### config.mk
export PLATFORM = sky130hd
export DESIGN_NAME = multi_queue_shared_buffer_core
export DESIGN_NICKNAME = d
export VERILOG_FILES = /design/src/rtl/core/mqsb_pkg.sv /design/src/rtl/core/mqsb_ram.sv /design/src/rtl/core/multi_queue_shared_buffer_core.sv
export SDC_FILE = /design/constraint.sdc
export NUM_CORES = 1
export LEC_CHECK = 0
export BUFFER_PORTS_ARGS = -buffer_cell sky130_fd_sc_hd__clkbuf_2
export CAP_MARGIN = 5
export CORE_MARGIN = 2
export CORE_UTILIZATION = 60
export DETAILED_ROUTE_END_ITERATION = 8
export GPL_ROUTABILITY_DRIVEN = 0
export PLACE_DENSITY = 0.8
export RECOVER_POWER = 50
export SYNTH_ARGS = -nofsm -noshare
export SYNTH_HDL_FRONTEND = slang
export SYNTH_HIERARCHICAL = 1
export SYNTH_SLANG_ARGS = --single-unit
### constraint.sdc
create_clock -name clk_i -period 6.1 [get_ports clk_i]
set_clock_uncertainty 0.05 [all_clocks]
set_input_delay 0.61 -clock clk_i [delete_from_list [all_inputs] [get_ports clk_i]]
set_output_delay 0.61 -clock clk_i [all_outputs]
set_load 0.005 [all_outputs]
### src/rtl/core/mqsb_pkg.sv
// ----------------------------------------------------------------------------
// mqsb_pkg
// Shared types and constants for the multi-queue shared buffer.
// ----------------------------------------------------------------------------
package mqsb_pkg;

  localparam int unsigned MQSB_ENTRIES    = 16;
  localparam int unsigned MQSB_QUEUES     = 4;
  localparam int unsigned MQSB_DATA_WIDTH = 32;

  localparam int unsigned MQSB_BUS_WIDTH  = 32;
  localparam int unsigned MQSB_QID_WIDTH  = 2;

  typedef enum logic {
    MODE_ENQ = 1'b0,
    MODE_DEQ = 1'b1
  } mqsb_mode_e;

  typedef enum logic [1:0] {
    STATUS_OK        = 2'd0,
    STATUS_OVERFLOW  = 2'd1,
    STATUS_UNDERFLOW = 2'd2
  } mqsb_status_e;

  typedef enum logic {
    S_IDLE = 1'b0,
    S_BUSY = 1'b1
  } mqsb_state_e;

endpackage

### src/rtl/core/mqsb_ram.sv
// ----------------------------------------------------------------------------
// mqsb_ram
// Simple dual-port synchronous RAM, one write and one registered read port.
// ----------------------------------------------------------------------------
module mqsb_ram #(
  parameter int unsigned DEPTH = 16,
  parameter int unsigned WIDTH = 32
) (
  input  logic                     clk_i,
  input  logic                     we_i,
  input  logic [$clog2(DEPTH)-1:0] waddr_i,
  input  logic [WIDTH-1:0]         wdata_i,
  input  logic                     re_i,
  input  logic [$clog2(DEPTH)-1:0] raddr_i,
  output logic [WIDTH-1:0]         rdata_o
);

  logic [WIDTH-1:0] mem [DEPTH];

  always_ff @(posedge clk_i) begin
    if (we_i) begin
      mem[waddr_i] <= wdata_i;
    end
  end

  always_ff @(posedge clk_i) begin
    if (re_i) begin
      rdata_o <= mem[raddr_i];
    end
  end

endmodule

### src/rtl/core/multi_queue_shared_buffer_core.sv
// ----------------------------------------------------------------------------
// multi_queue_shared_buffer_core
// Several FIFO queues as linked lists in one payload RAM, with a free list.
// ----------------------------------------------------------------------------
// An input transfer moves the block from idle to busy; it takes no new item while busy.
// Busy ends once the output is free, registering the result and the link RAM update.
// A full output register holds the pending item until the result is taken.
// Reset: asynchronous; all queues empty, free list runs through every slot in order.
// Link RAM needs no clearing pass: slots never allocated are tracked by a fill count.
module multi_queue_shared_buffer_core #(
  parameter int unsigned ENTRIES    = mqsb_pkg::MQSB_ENTRIES,
  parameter int unsigned QUEUES     = mqsb_pkg::MQSB_QUEUES,
  parameter int unsigned DATA_WIDTH = mqsb_pkg::MQSB_DATA_WIDTH
) (
  input  logic                                clk_i,
  input  logic                                rst_ni,
  input  logic                                s_axis_tvalid,
  output logic                                s_axis_tready,
  input  logic [mqsb_pkg::MQSB_BUS_WIDTH-1:0] s_axis_tdata,   // data_in
  input  logic [mqsb_pkg::MQSB_QID_WIDTH:0]   s_axis_tuser,   // mode, queue_id
  output logic                                m_axis_tvalid,
  input  logic                                m_axis_tready,
  output logic [mqsb_pkg::MQSB_BUS_WIDTH-1:0] m_axis_tdata,   // data_out
  output logic [1:0]                          m_axis_tuser    // status
);

  import mqsb_pkg::*;

  localparam int unsigned AW = $clog2(ENTRIES);
  localparam int unsigned PW = $clog2(ENTRIES + 1);
  localparam int unsigned QW = (QUEUES > 1) ? $clog2(QUEUES) : 1;
  localparam logic [PW-1:0] NIL = PW'(ENTRIES);

  mqsb_state_e state_q, state_d;

  logic [PW-1:0] head_q [QUEUES];
  logic [PW-1:0] head_d [QUEUES];
  logic [AW-1:0] tail_q [QUEUES];
  logic [AW-1:0] tail_d [QUEUES];
  logic [PW-1:0] free_head_q, free_head_d;
  logic [PW-1:0] fresh_q, fresh_d;

  mqsb_mode_e          op_mode_q;
  logic [QW-1:0]       op_qidx_q;
  logic                op_ok_q;
  logic                op_empty_q;
  logic                op_fresh_q;
  logic [AW-1:0]       op_slot_q;
  logic [DATA_WIDTH-1:0] op_data_q;

  logic                      out_valid_q, out_valid_d;
  logic [MQSB_BUS_WIDTH-1:0] out_data_q, out_data_d;
  mqsb_status_e              out_status_q, out_status_d;

  mqsb_mode_e    in_mode;
  logic          in_qok;
  logic [QW-1:0] in_qidx;
  logic [PW-1:0] in_head;
  logic          in_ok;
  logic [AW-1:0] in_slot;
  logic          in_xfer;
  logic          done;

  logic                  link_we;
  logic [AW-1:0]         link_waddr;
  logic [PW-1:0]         link_wdata;
  logic [PW-1:0]         link_rdata;
  logic                  pay_we;
  logic [DATA_WIDTH-1:0] pay_rdata;

  assign s_axis_tready = (state_q == S_IDLE);
  assign in_xfer       = s_axis_tvalid && s_axis_tready;
  assign in_mode       = mqsb_mode_e'(s_axis_tuser[0]);
  assign in_qok        = 32'(s_axis_tuser[MQSB_QID_WIDTH:1]) < QUEUES;
  assign in_qidx       = in_qok ? QW'(s_axis_tuser[MQSB_QID_WIDTH:1]) : '0;
  assign in_head       = head_q[in_qidx];

  always_comb begin
    if (in_mode == MODE_ENQ) begin
      in_ok   = in_qok && (free_head_q != NIL);
      in_slot = free_head_q[AW-1:0];
    end else begin
      in_ok   = in_qok && (in_head != NIL);
      in_slot = in_head[AW-1:0];
    end
  end

  always_ff @(posedge clk_i) begin
    if (in_xfer) begin
      op_mode_q  <= in_mode;
      op_qidx_q  <= in_qidx;
      op_ok_q    <= in_ok;
      op_empty_q <= (in_head == NIL);
      op_fresh_q <= (free_head_q >= fresh_q);
      op_slot_q  <= in_slot;
      op_data_q  <= DATA_WIDTH'(s_axis_tdata);
    end
  end

  assign done = (state_q == S_BUSY) && (!out_valid_q || m_axis_tready);

  always_comb begin
    state_d      = state_q;
    head_d       = head_q;
    tail_d       = tail_q;
    free_head_d  = free_head_q;
    fresh_d      = fresh_q;
    out_valid_d  = out_valid_q && !m_axis_tready;
    out_data_d   = out_data_q;
    out_status_d = out_status_q;
    link_we      = 1'b0;
    link_waddr   = op_slot_q;
    link_wdata   = free_head_q;
    pay_we       = 1'b0;

    case (state_q)
      S_IDLE: begin
        if (in_xfer) begin
          state_d = S_BUSY;
        end
      end
      S_BUSY: begin
        if (done) begin
          state_d     = S_IDLE;
          out_valid_d = 1'b1;
          out_data_d  = '0;
          if (!op_ok_q) begin
            out_status_d = (op_mode_q == MODE_ENQ) ? STATUS_OVERFLOW : STATUS_UNDERFLOW;
          end else if (op_mode_q == MODE_ENQ) begin
            out_status_d = STATUS_OK;
            pay_we       = 1'b1;
            free_head_d  = op_fresh_q ? (PW'(op_slot_q) + PW'(1)) : link_rdata;
            fresh_d      = op_fresh_q ? (fresh_q + PW'(1)) : fresh_q;
            tail_d[op_qidx_q] = op_slot_q;
            if (op_empty_q) begin
              head_d[op_qidx_q] = PW'(op_slot_q);
            end else begin
              link_we    = 1'b1;
              link_waddr = tail_q[op_qidx_q];
              link_wdata = PW'(op_slot_q);
            end
          end else begin
            out_status_d = STATUS_OK;
            out_data_d   = MQSB_BUS_WIDTH'(pay_rdata);
            head_d[op_qidx_q] = (op_slot_q == tail_q[op_qidx_q]) ? NIL : link_rdata;
            link_we      = 1'b1;
            link_waddr   = op_slot_q;
            link_wdata   = free_head_q;
            free_head_d  = PW'(op_slot_q);
          end
        end
      end
      default: begin
        state_d = S_IDLE;
      end
    endcase
  end

  always_ff @(posedge clk_i or negedge rst_ni) begin
    if (!rst_ni) begin
      state_q     <= S_IDLE;
      free_head_q <= '0;
      fresh_q     <= '0;
      out_valid_q <= 1'b0;
      for (int i = 0; i < QUEUES; i++) begin
        head_q[i] <= NIL;
      end
    end else begin
      state_q     <= state_d;
      free_head_q <= free_head_d;
      fresh_q     <= fresh_d;
      out_valid_q <= out_valid_d;
      head_q      <= head_d;
    end
  end

  always_ff @(posedge clk_i) begin
    tail_q       <= tail_d;
    out_data_q   <= out_data_d;
    out_status_q <= out_status_d;
  end

  mqsb_ram #(
    .DEPTH (ENTRIES),
    .WIDTH (PW)
  ) u_link_ram (
    .clk_i   (clk_i),
    .we_i    (link_we),
    .waddr_i (link_waddr),
    .wdata_i (link_wdata),
    .re_i    (in_xfer),
    .raddr_i (in_slot),
    .rdata_o (link_rdata)
  );

  mqsb_ram #(
    .DEPTH (ENTRIES),
    .WIDTH (DATA_WIDTH)
  ) u_payload_ram (
    .clk_i   (clk_i),
    .we_i    (pay_we),
    .waddr_i (op_slot_q),
    .wdata_i (op_data_q),
    .re_i    (in_xfer),
    .raddr_i (in_slot),
    .rdata_o (pay_rdata)
  );

  assign m_axis_tvalid = out_valid_q;
  assign m_axis_tdata  = out_data_q;
  assign m_axis_tuser  = out_status_q;

endmodule

==> impl_metrics.csv, run 1 <==
group,metric,value,unit
timing,drv_slew,126,
clock_tree,cts_hold_buf,0,
clock_tree,worstSkewPairLatency,0.62,ns
critical_path,cp.arrival,5.05,ns
grt,grt_antenna_before_repair,3,
timing,setup_slack,1.240,ns
placement,dpl-instance-area,29670,µm²
timing,grt_setup_unrepaired,"false",
clock_tree,tritoncts,"done",
logic_synthesis,syn-instance-count,1312,
drt,wl,62060,µm
grt,grt_use_total,25.82,%
pwr,p_sw_share,27.38,%
cells_and_area,area_growth,12.35,%
clock_tree,postCtsSetupBuffers,0,
logic_synthesis,synth_area_leader_cell,"edfxtp_1",
die,start_util,60.99,%
pwr,p_leak,10.35,nW
die,die_area,49180,µm²
timing,worst_pin_slew,2.871,ns
timing,finalCritPeriodShare,79.66,%
pwr,pwr-share-clk,31.9,%
timing,setup_violations,0,
pwr,vdd_ir_drop_max,0.0003361,V
min_path,holdPathStages,1,
grt,grt_pass1_vias,14330,
timing,max_slew_margin,-91.40,%
clock_tree,clk_pin_slew_worst_paths,0.07,ns
timing,fin_crit,4.860,ns
placement,preCtsSetupSlack,2.105,ns
timing,fmax,0.2058,GHz
placement,dp_hpwl,31500,µm
critical_path,setup.worst_path.end_class,"flip-flop",
critical_path,path_max_fanout,21,
cells_and_area,drive_gt1_share,25.86,%
pwr,p_int,0.01011,W
logic_synthesis,async_flop_share,4.250,%
drt,vias,13930,
clock_tree,cts_buffers,74,
drt,route.detailed.drc,3,
logic_synthesis,synthDistinctLibCells,42,
critical_path,r2r_cells,6,
placement,io_buffers,74,
grt,overflow,0,
outcome,outcome,"finished with violations",
die,die_w,221.8,µm
pwr,seq_power_share,46.7,%
logic_synthesis,synthFlopType,"edfxtp_1",
logic_synthesis,syn_avg_cell_area,21.69,µm²
drt,ant_nets,0,
logic_synthesis,synth_edf_count,721,
clock_tree,ctsHtreeMaxLevel,3,
clock_tree,cts_resized,0,
clock_tree,cts.sinks,753,
critical_path,crit_type,"flip-flop to flip-flop",
die,placementRows,79,
timing,finalSetupTns,0,ns
logic_synthesis,netlist_top_cells_area,"edfxtp_1 (76%), mux4_2 (12%), dfrtp_1 (2.5%), a22oi_1 (1.8%), mux2_2 (1.1%)",
logic_synthesis,ys_warn_count,6,
run,drv_cap,4,
pwr,power_frac_comb,21.4,%
cells_and_area,fill_cells,2738,
clock_tree,cts-root-buf,"clkbuf_16",
logic_synthesis,ys_seq_area_share,78.92,%
logic_synthesis,netlist.area_leader.share,76.08,%
die,ioPinCount,75,
critical_path,start_kind,"flip-flop",
logic_synthesis,syn_area,28460,µm²
die,core,46650,µm²
min_path,hold_path.class,"primary input to flip-flop",
critical_path,crit_required,6.29,ns
logic_synthesis,synth_nets,1358,
outcome,violations,"design-rule violations, max-capacitance violations, max-slew violations",
drt,dr.pass1.iters,9,
grt,grt_pass1_wl,92370,µm
cells_and_area,layout.nets,1472,
die,fp.dieH,221.8,µm
timing,hold_violations,0,
drt,avgRoutedWirePerCell,29.65,µm
pwr,p_switching,0.003810,W
drt,vias_per_cell,6.657,
clock_tree,cts.path.max_buffers,3,
cells_and_area,final_cell_area,31970,µm²
grt,grt_max_degree,116,
logic_synthesis,ys_ff_latch,753,
pwr,p_per_area,435.3,nW/µm²
pwr,p_total,0.01392,W
drt,drt_iter0_markers,1740,
[Yosys cell counts (all sizes together) (4+ instances only)]
cell,number
edfxtp,721
mux4,157
a22oi,69
nand2,53
nor2,39
and3,33
buf,31
clkbuf,30
dfrtp,28
mux2,27
nand3,15
inv,12
nor3,10
o21ai,10
nand2b,9
ha,7
nor2b,6
xnor2,6
a21oi,5
a21o,4
dfstp,4
nand3b,4
[logic make-up (layout without fill, tap and decap cells)]
family | count (synthesis) | in the layout | share of synthesized area (%)
and+or+nand+nor | 181 | 181 | 3.153
xor gates and xnor gates | 9 | 9 | 0.2770
adders and majority gates | 7 | 7 | 0.3078
DFF | 753 | 753 | 78.92
muxes | 187 | 187 | 13.60
AOI/OAI and AO/OA | 102 | 102 | 2.559
buffers and inverters | 73 | 246 | 1.187
other | 0 | 1 | 0
[flip-flops by register name, summed over array words and instances, names as in the netlist, 2 cells and up]
name	flops
u_payload_ram/mem	512
op_slot_q	4
u_link_ram/rdata_o	5
tail_q	16
u_link_ram/mem	80
head_q	20
m_axis_tdata	32
free_head_q	5
u_payload_ram/rdata_o	32
m_axis_tuser	2
op_data_q	32
fresh_q	5
op_qidx_q	2
[power by group through the flow]
stage | Clock [W] | Combinational [W] | Sequential (W)
2_1_floorplan | 0 | 0.00221 | 0.00648
3_3_place_gp | 0 | 0.00287 | 0.00657
3_5_place_dp | 0 | 0.00294 | 0.00659
4_1_cts | 0.00450 | 0.00299 | 0.00649
5_1_grt | 0.00468 | 0.00318 | 0.00653
6_report | 0.00444 | 0.00298 | 0.00649
[critical path, cell delays in order, from the launching register on]
cell	delay (ns)
edfxtp_1	0.72
clkbuf_1	1.00
nand3_1	0.47
nor2_1	0.70
mux2_2	0.45
or3b_2	0.53
nor3_1	0.56
[cell type report]
class / instances / area (µm²) / share of cell area [%]
Antenna cell: 1 / 2.502 / 0.007827
Clock buffer: 85 / 1914 / 5.988
Clock inverter: 50 / 449.2 / 1.405
Inverter: 12 / 45.04 / 0.1409
Multi-Input combinational cell: 486 / 5819 / 18.20
Sequential cell: 753 / 22460 / 70.24
Tap cell: 607 / 759.5 / 2.376
Timing Repair Buffer: 99 / 523.0 / 1.636
[final timing paths]
kind	from	end	slack, ns
worst min-delay path	s_axis_tdata[12]	op_data_q[12]	0.11
worst max register to register	op_ok_q	u_link_ram/mem[0][3]	1.24
worst max-delay path	op_ok_q	u_link_ram/mem[0][3]	1.24
min in group asynchronous	rst_ni	head_q[16]	0.40
worst min register to register	head_q[19]	head_q[19]	0.44
max in group asynchronous	rst_ni	fresh_q[4]	4.62
[metrics by stage]
stage,util (%),hold slack (ns),cells
detailed placement,63.60,0.4264,1957
global route,68.52,0.09161,2093
finish,68.52,0.1131,2093
global placement,63.60,0.4089,1957
floorplan,-,0.2644,1312
CTS,68.67,0.03380,2092
[placed cells by master (no fill, tap or decap), types with 3 or more instances in the layout]
cell type,n
bufinv_16,6
and3_1,33
a22oi_1,69
dfrtp_1,28
nand2b_1,9
mux2_2,24
nor2_1,26
o31ai_1,3
mux4_2,157
a21o_1,4
nand3_1,15
nand2_1,53
buf_4,19
clkinv_2,24
clkbuf_16,75
xnor2_1,6
nor3_1,6
inv_1,12
clkinv_1,11
nand3b_1,4
ha_1,7
nor2b_1,3
xor2_1,3
nor2b_4,3
mux2i_1,3
nand4_1,3
nor3_2,4
clkbuf_2,38
o21ai_0,8
o22ai_1,3
nor2_4,13
edfxtp_1,721
inv_6,3
clkbuf_1,50
a21oi_1,5
dfstp_2,4
[routing by layer]
layer	part of all wire, %	wire length [µm]	GRT usage [%]
met5	0.018	11	0
met4	2.9	1777	8.871
met3	9.2	5717	5.168
met2	51	31350	42.43
met1	37	23200	35.24
Power figures use the tool's default switching activity.
==> inputs of run 2 (changes only) <==
--- a/config.mk
+++ b/config.mk
@@ -5,6 +5,7 @@
 export SDC_FILE = /design/constraint.sdc
 export NUM_CORES = 1
 export LEC_CHECK = 0
+export ABC_AREA = 1
 export BUFFER_PORTS_ARGS = -buffer_cell sky130_fd_sc_hd__clkbuf_2
 export CAP_MARGIN = 5
 export CORE_MARGIN = 2
==> constraint.sdc (replaced) <==
create_clock -name clk_i -period 4.7 [get_ports clk_i]
set_clock_uncertainty 0.05 [all_clocks]
set_input_delay 0.47 -clock clk_i [delete_from_list [all_inputs] [get_ports clk_i]]
set_output_delay 0.47 -clock clk_i [all_outputs]
set_load 0.005 [all_outputs]
==> impl_metrics.csv, run 2 <==
group,metric,value,unit
outcome,outcome,"finished with violations",
outcome,violations,"max-capacitance violations, max-slew violations",
placement,preCtsSetupSlack,1.140,ns
logic_synthesis,synthDistinctLibCells,39,
critical_path,start_kind,"flip-flop",
timing,fmax,0.2652,GHz
pwr,p_per_area,489.6,nW/µm²
critical_path,r2r_setup_slack,0.93,ns
placement,dp_hpwl,39640,µm
logic_synthesis,syn_area,32070,µm²
logic_synthesis,synth_edf_count,721,
clock_tree,postCtsSetupBuffers,0,
cells_and_area,top_regs,"u_payload_ram/mem (512), u_link_ram/mem (80)",
timing,grt_setup_unrepaired,"false",
cells_and_area,fill_cells,3542,
pwr,p_sw_share,29.96,%
pwr,vdd_ir_drop_max,0.0003669,V
pwr,pwr-share-clk,32.2,%
logic_synthesis,ys_warn_count,6,
critical_path,setup.worst_path.end_class,"flip-flop",
die,die_w,235.2,µm
timing,setup_slack,0.9292,ns
critical_path,path_max_fanout,17,
critical_path,r2r-end,"u_link_ram/mem[9][3]",
clock_tree,cts_buffers,75,
cells_and_area,drive_gt1_share,8.462,%
clock_tree,cts.sinks,753,
drt,wl,73650,µm
drt,vias,21510,
timing,hold_violations,0,
cells_and_area,final_cell_area,35460,µm²
clock_tree,ctsHtreeMaxLevel,3,
timing,drv_slew,101,
pwr,power_frac_comb,20.3,%
cells_and_area,largest_reg_flops,512,
timing,finalSetupTns,0,ns
critical_path,worstReg2RegStart,"m_axis_tvalid",
logic_synthesis,ys_seq_area_share,70.03,%
critical_path,cp.arrival,3.95,ns
logic_synthesis,netlist.area_leader.share,67.52,%
logic_synthesis,synth_most_common_cell,"nand2_1",
timing,hold-worst-slack,0.09938,ns
pwr,p_leak,14.96,nW
critical_path,crit_required,4.88,ns
pwr,p_int,0.01216,W
critical_path,r2r_cells,11,
grt,grt_pass1_vias,20840,
cells_and_area,diodes,0,
drt,avgRoutedWirePerCell,19.34,µm
placement,io_buffers,74,
drt,ant_nets,0,
timing,finalCritPeriodShare,80.23,%
die,placementRows,84,
grt,grt_antenna_before_repair,0,
critical_path,crit_type,"flip-flop to flip-flop",
grt,overflow,0,
run,drv_cap,3,
placement,dpl-instance-area,32960,µm²
grt,grt_max_degree,201,
logic_synthesis,synth_area_leader_cell,"edfxtp_1",
clock_tree,tritoncts,"done",
logic_synthesis,syn_avg_cell_area,10.79,µm²
grt,grt_pass1_wl,112400,µm
logic_synthesis,syn-instance-count,2973,
timing,setup_violations,0,
logic_synthesis,synth_nets,3019,
timing,fin_crit,3.771,ns
critical_path,endpoint,"u_link_ram/mem[9][3]",
min_path,hold_path.class,"primary input to flip-flop",
pwr,seq_power_share,47.5,%
grt,grt_use_total,26.27,%
logic_synthesis,async_flop_share,4.250,%
timing,worst_pin_slew,2.539,ns
critical_path,critPathLaunch,"m_axis_tvalid",
drt,route.detailed.drc,0,
clock_tree,cts_resized,0,
cells_and_area,layout.nets,3114,
pwr,p_total,0.01736,W
cells_and_area,most-common-layout-cells,"nand2_1 (910), edfxtp_1 (721), inv_1 (483)",
clock_tree,cts.path.max_buffers,3,
cells_and_area,area_growth,10.59,%
drt,vias_per_cell,5.647,
clock_tree,cts-root-buf,"clkbuf_16",
die,core,52660,µm²
logic_synthesis,synth_commonest_cells,"nand2_1 (910), edfxtp_1 (721), inv_1 (483), nand3_1 (456), nor2_1 (116)",
die,die_area,55310,µm²
drt,dr.pass1.iters,6,
logic_synthesis,ys_ff_latch,753,
logic_synthesis,synthFlopType,"edfxtp_1",
logic_synthesis,netlist_top_cells_area,"edfxtp_1 (68%), nand2_1 (11%), nand3_1 (7.1%), inv_1 (5.7%), dfrtp_1 (2.2%)",
cells_and_area,final_common_cell,"nand2_1",
clock_tree,worstSkewPairLatency,0.61,ns
drt,drt_iter0_markers,2833,
die,ioPinCount,75,
die,fp.dieH,235.2,µm
pwr,p_switching,0.005203,W
timing,max_slew_margin,-69.24,%
die,start_util,60.90,%
clock_tree,clk_pin_slew_worst_paths,0.06,ns
cells_and_area,top_register,"u_payload_ram/mem",
run 2: cell count changes after synthesis, sizes merged, moves of 9 or more:
cell	previous run	this run
mux4	157	0
inv	12	518
nand2	53	926
mux2	27	1
nand3	15	460
nand2b	9	0
buf	31	110
nor2	39	119
and3	33	0
a22oi	69	0
clkbuf	30	20
o21ai	10	24
run 2: worst max-delay path, cell delays in order, from the launching register on:
cell and delay (ns):
dfrtp_1 0.39, a21oi_1 0.34, nand2_2 0.18, nor2_1 0.59, inv_1 0.35, nor2_4 0.36
nand2_1 0.08, o21ai_0 0.17, inv_1 0.13, nor2_1 0.12, nand2_1 0.17, nor2_1 0.46
run 2: cell type report:
type                            instances  area (µm²)  share of cell area, %
Clock buffer                           92        1961                  5.529
Multi-Input combinational cell       1571        6920                  19.51
Clock inverter                         37       302.8                 0.8538
Tap cell                              688       860.8                  2.427
Timing Repair Buffer                  148       996.0                  2.808
Inverter                              519        1966                  5.543
Sequential cell                       753       22460                  63.32
run 2: worst min path at each step:
stage                     startpoint        endpoint  slack [ns]  cells after the start
global placement          head_q[19]      head_q[19]        0.41                      2
CTS                 s_axis_tdata[30]   op_data_q[30]       0.007                      1
detailed placement         head_q[9]       head_q[9]        0.42                      2
floorplan                     rst_ni  free_head_q[0]        0.12                      0
finish                 m_axis_tready   m_axis_tvalid         0.1                      4
global route        s_axis_tdata[30]   op_data_q[30]        0.09                      1
run 2: through the flow:
step	util, %	std cells
detailed placement	62.60	3649
global placement	62.60	3649
CTS	67.45	3807
global route	67.35	3808
floorplan	-	2973
finish	67.35	3808
run 2: cells by family (layout without fill, tap and decap cells):
family,Yosys count,after routing,share of synthesized area (%)
DFF,753,753,70.03
AOI/OAI and AO/OA,46,46,0.8857
xor gates and xnor gates,5,5,0.1366
and+or+nand+nor,1511,1511,19.76
adders and majority gates,7,7,0.2731
muxes,2,2,0.06633
buffers and inverters,649,796,8.845
run 2: power groups by stage:
| stage | logic, W | clock network (W) | registers, W |
|---|---|---|---|
| detailed placement | 0.00343 | 0 | 0.00837 |
| finish | 0.00353 | 0.00559 | 0.00824 |
| CTS | 0.00348 | 0.00566 | 0.00824 |
| floorplan | 0.00261 | 0 | 0.00826 |
| global placement | 0.00328 | 0 | 0.00836 |
| global route | 0.00385 | 0.00593 | 0.00828 |
run 2: layer usage:
metal | vias up | part of all wire, % | GRT usage (%)
li1 | 9817 | - | -
met2 | 1223 | 49 | 43.02
met4 | 0 | 3.1 | 11.18
met3 | 179 | 10 | 4.620
met1 | 10290 | 38 | 35.00
met5 | - | 0 | 0
run 2: what timing repair did:
item | CTS | global route
hold endpoints to repair | 56 | 0
setup endpoints to repair | 0 | 0
hold buffers | 29 | 0
